$ cat config.mk
export PLATFORM = sky130hd
export DESIGN_NAME = tsp_mul
export DESIGN_NICKNAME = d
export VERILOG_FILES = /design/src/rtl/core/tsp_pkg.sv /design/src/rtl/core/tsp_mul.sv
export SDC_FILE = /design/constraint.sdc
export NUM_CORES = 2
export LEC_CHECK = 0
export BUFFER_PORTS_ARGS = -buffer_cell sky130_fd_sc_hd__buf_4
export CAP_MARGIN = 20
export CELL_PAD_IN_SITES_DETAIL_PLACEMENT = 1
export CELL_PAD_IN_SITES_GLOBAL_PLACEMENT = 2
export CORE_MARGIN = 3
export CORE_UTILIZATION = 38
export CTS_BUF_LIST = sky130_fd_sc_hd__clkbuf_4 sky130_fd_sc_hd__clkbuf_8
export CTS_CLUSTER_SIZE = 30
export DETAILED_ROUTE_END_ITERATION = 8
export PLACE_DENSITY = 0.79
export SETUP_SLACK_MARGIN = 0.1
export SLEW_MARGIN = 20
export SYNTH_ARGS = -nofsm -noshare
export SYNTH_HDL_FRONTEND = slang
export SYNTH_SLANG_ARGS = --single-unit
$ cat constraint.sdc
create_clock -name clk -period 8.1 [get_ports clk]
set_input_delay 1.62 -clock clk [delete_from_list [all_inputs] [get_ports clk]]
set_output_delay 1.62 -clock clk [all_outputs]
set_load 0.02 [all_outputs]
$ cat src/rtl/core/tsp_pkg.sv
// Package: shared types, constants and codes for the trapezoid step profile block.
package tsp_pkg;

  localparam int POS_BITS_DEF = 16;
  localparam int TIME_BITS    = 32;
  localparam int FRAC_W       = 16;

  typedef enum logic [1:0] {
    ACT_TICK = 2'd0,
    ACT_ABS  = 2'd1,
    ACT_REL  = 2'd2,
    ACT_NONE = 2'd3
  } action_t;

  typedef enum logic [2:0] {
    ST_IDLE,
    ST_MUL_A,
    ST_MUL_B,
    ST_MUL_C,
    ST_MUL_D,
    ST_DONE
  } state_t;

  typedef struct packed {
    logic [1:0]  action;
    logic [15:0] target_pos;
    logic [31:0] move_time_us;
    logic [15:0] acc_fraction;
    logic [15:0] dec_fraction;
    logic [31:0] elapsed_us;
  } in_beat_t;

  typedef struct packed {
    logic        step_pulse;
    logic        dir_level;
    logic [15:0] position;
    logic [15:0] steps_taken;
    logic        move_finished;
    logic        move_rejected;
  } out_beat_t;

endpackage

$ cat src/rtl/core/tsp_mul.sv
// Shared multiplier: 64x64 product built from one 32x32 partial product per cycle.
module tsp_mul (
  input  logic         clk,
  input  logic         rst_n,
  input  logic         start,
  input  logic [63:0]  a,
  input  logic [63:0]  b,
  output logic         done,
  output logic [127:0] prod
);
  import tsp_pkg::*;

  logic [63:0]  a_r, b_r;
  logic [1:0]   idx_r;
  logic         busy_r;
  logic [127:0] acc_r;
  logic [63:0]  pp_r;
  logic [1:0]   pidx_r;
  logic         pv_r, plast_r;
  logic         done_r;
  logic [31:0]  opa, opb;

  // pick the halves for this partial product
  always_comb begin
    opa = idx_r[0] ? a_r[63:32] : a_r[31:0];
    opb = idx_r[1] ? b_r[63:32] : b_r[31:0];
  end

  // sequence partial products, then accumulate each one in the cycle after it is formed
  always_ff @(posedge clk) begin
    if (!rst_n) begin
      busy_r  <= 1'b0;
      pv_r    <= 1'b0;
      plast_r <= 1'b0;
      done_r  <= 1'b0;
      idx_r   <= '0;
    end else begin
      done_r <= pv_r && plast_r;
      if (start) begin
        a_r    <= a;
        b_r    <= b;
        idx_r  <= '0;
        busy_r <= 1'b1;
        acc_r  <= '0;
        pv_r   <= 1'b0;
      end else begin
        pv_r    <= busy_r;
        plast_r <= busy_r && (idx_r == 2'd3);
        if (busy_r) begin
          pp_r   <= opa * opb;
          pidx_r <= idx_r;
          idx_r  <= idx_r + 2'd1;
          if (idx_r == 2'd3) busy_r <= 1'b0;
        end
        if (pv_r) begin
          acc_r <= acc_r + ({64'd0, pp_r} << (7'd32 * ({5'd0, pidx_r[0]} + {5'd0, pidx_r[1]})));
        end
      end
    end
  end

  assign done = done_r;
  assign prod = acc_r;
endmodule

==> flow_metrics.py <==
metrics = {
    "logic_synthesis": {
        "synth_compound_area_frac": 0.0976,
        "synth_most_common_cell": "inv_1",
        "synthArstFlopShare": 0,
        "synthMuxAreaShare": 0.0327,
        "postSynthAreaPerCell_um2": 9.22,
        "syn-instance-count": 5832,
        "synth_simple_gate_area_frac": 0.146,
        "synth_edf_count": 322,
        "synth_top_family_by_area": "adder cells",
        "syn_area_um2": 53800,
        "yosysTopAreaCellShare": 0.334,
        "synth_xor_area_frac": 0.0285,
        "synth_warnings": 0,
        "synth_nets": 7252,
        "ys_seq_area_frac": 0.182,
        "yosysUniqueCellTypes": 91,
        "synth_ff_type": "edfxtp_1",
        "ys_ff_latch": 328,
        "synth_fa_ha_area_frac": 0.425,
        "synth_commonest_cells": "inv_1 (937), fa_1 (897), nor2_1 (875), nand2_1 (615), ha_1 (392)",
        "ys_top_cells_by_area": "fa_1 (33%), edfxtp_1 (18%), ha_1 (9.1%)",
        "yosys.area.top_type": "fa_1",
    },
    "clock_tree": {
        "cts.clk_slew.worst_paths_ps": 70,
        "cts-root-buf": "clkbuf_8",
        "cts_max_path_buffers": 3,
        "clock_sinks": 328,
        "numCtsBuffers": 66,
        "clock_latency_ps": 820,
        "cts_tree": "done",
        "h-tree-depth": 3,
    },
    "final_layout": {
        "final_nets": 7898,
        "postLayoutCellArea_um2": 65500,
        "drive_above_1_share": 0.203,
        "syn2layout_area_growth_pct": 21.7,
    },
    "place": {
        "hpwlAfterDp_um": 187000,
        "placed_cell_area_um2": 61700,
        "port-buffer-count": 259,
        "gp_congestion": 0.970,
    },
    "global_routing": {
        "overflow": 0,
        "grt_max_degree": 76,
        "grt_pass1_vias": 49400,
        "antenna_found_initial": 2,
        "grt_pass1_wl_um": 319000,
        "grt_usage": 0.295,
    },
    "detailed_routing": {
        "firstDrtPassIters": 5,
        "via_per_inst": 5.38,
        "dr_wl_met2_um": 105000,
        "drt-total-wl_um": 219000,
        "dr.max_layer_used": "met4",
        "via_count": 45200,
        "drc": 0,
        "drt-initial-drc-count": 2854,
        "wl_met1_um": 89000,
        "ant_nets": 0,
        "avgRoutedWirePerCell_um": 26.0,
        "wl_met3_um": 13100,
    },
    "floorplanning": {
        "rows": 137,
        "start_util": 0.384,
        "die-area_um2": 146000,
        "core_area_um2": 140000,
        "die_h_um": 382,
        "die_width_um": 382,
        "io-pin-count": 260,
    },
    "timing": {
        "maxSlewHeadroom": 0.248,
        "holdWs_ps": 583,
        "fmax_mhz": 122,
        "finalCriticalPeriod_ps": 8210,
        "hold_viol_final": 0,
        "finalWorstSetupSlack_ps": -108,
        "tightest_slew_ps": 1100,
        "setup_violations": 11,
        "fin_crit_sh": 1.01,
        "slew_violations": 0,
        "skew_ps": 108,
        "rsz0062_at_grt": "yes",
    },
    "setup_path": {
        "cp.required_ps": 8600,
        "path_class": "register to register",
        "slowest_stage": "fa_2",
        "worstPathMaxFanout": 5,
        "critPathMostFrequentCell": "fa_1",
        "arrival_ps": 8700,
        "endpoint_kind": "register",
        "cpPeakStageDelay_ps": 610,
        "startpoint_type": "register",
    },
    "worst_hold_path": {
        "hold_class": "register to register",
    },
    "outcome": {
        "status": "complete, but fails checks",
        "violations": "negative setup slack",
    },
    "job": {
        "maxCapViolations": 0,
    },
}
==> worst max-delay path, delay by kind of cell, from the launching register on <==
kind	cells	cell delay (ps)
adder cells (fa/ha/maj)	9	4320
multiplexers	1	270
XOR/XNOR	1	140
flip-flops	1	420
AND/OR/NAND/NOR	3	300
AO/OA/AOI/OAI	8	1520
buffers and inverters	9	900
==> logic make-up after synthesis <==
| kind of cell | after synthesis |
|---|---|
| buffers and inverters | 1224 |
| adder cells (fa/ha/maj) | 1289 |
| flip-flops | 328 |
| multiplexers | 167 |
| XOR/XNOR | 175 |
| AND/OR/NAND/NOR | 1847 |
| AO/OA/AOI/OAI | 802 |
==> cell type report <==
type                       instances  area (um2)
clock inverter                    43         464
clock buffer                      74         975
tap                             1876        2350
timing repair buffer             865        7600
inverter                         937        3520
fill                           16000       74600
multi-input combinational       4280       40700
sequential                       328        9800
antenna                            3        7.51
==> worst paths after layout <==
check | to | slack, ps | from | cells past startpoint
max | pp_r[58] | -110 | idx_r[1] | 31
min | plast_r | 580 | plast_r | 3
max reg2reg | pp_r[58] | -110 | idx_r[1] | 31
min reg2reg | plast_r | 580 | plast_r | 3
==> layer usage <==
metal	vias up	track usage
li1	20000	-
met1	23300	0.375
met2	1536	0.504
met3	415	0.0396
met4	0	0.125
met5	-	0
==> placed cells by master (no fill, tap or decap), drive strengths merged, types with 81 or more instances in the layout <==
cell | netlist | final
fa | 897 | 897
inv | 937 | 941
nand4 | 81 | 81
nor2 | 875 | 875
a21oi | 256 | 256
ha | 392 | 392
edfxtp | 322 | 322
buf | 60 | 861
nand2 | 618 | 618
mux2i | 99 | 99
xnor2 | 111 | 111
o21ai | 156 | 156
a21o | 117 | 117
==> stage by stage <==
| stage | TNS, ps | worst slack [ps] | utilization | std cells |
|---|---|---|---|---|
| 2_1_floorplan | 0 | 103 | - | 5832 |
| 3_3_place_gp | -2130 | -338 | 0.441 | 8209 |
| 3_5_place_dp | -4070 | -423 | 0.441 | 8209 |
| 4_1_cts | -778 | -152 | 0.459 | 8368 |
| 5_1_grt | -4680 | -348 | 0.467 | 8404 |
| 6_report | -799 | -108 | 0.467 | 8406 |
==> state kept, by name, summed over array words and instances (netlist names) <==
signal   flops
a_r         64
busy_r       1
pp_r        64
pv_r         1
plast_r      1
done         1
prod       128
pidx_r       2
idx_r        2
b_r         64
==> timing repair <==
item,4_1_cts,5_1_grt
setup endpoints to repair,24,27
hold buffers,0,0
hold endpoints to repair,0,0
cloned,2,4
gates resized for setup,154,182
pin swaps,92,98
buffers inserted,44,35
Power is left out: the tool's default activity adds up to more than one toggle a clock period on the data nets, which glitch-free logic cannot reach.
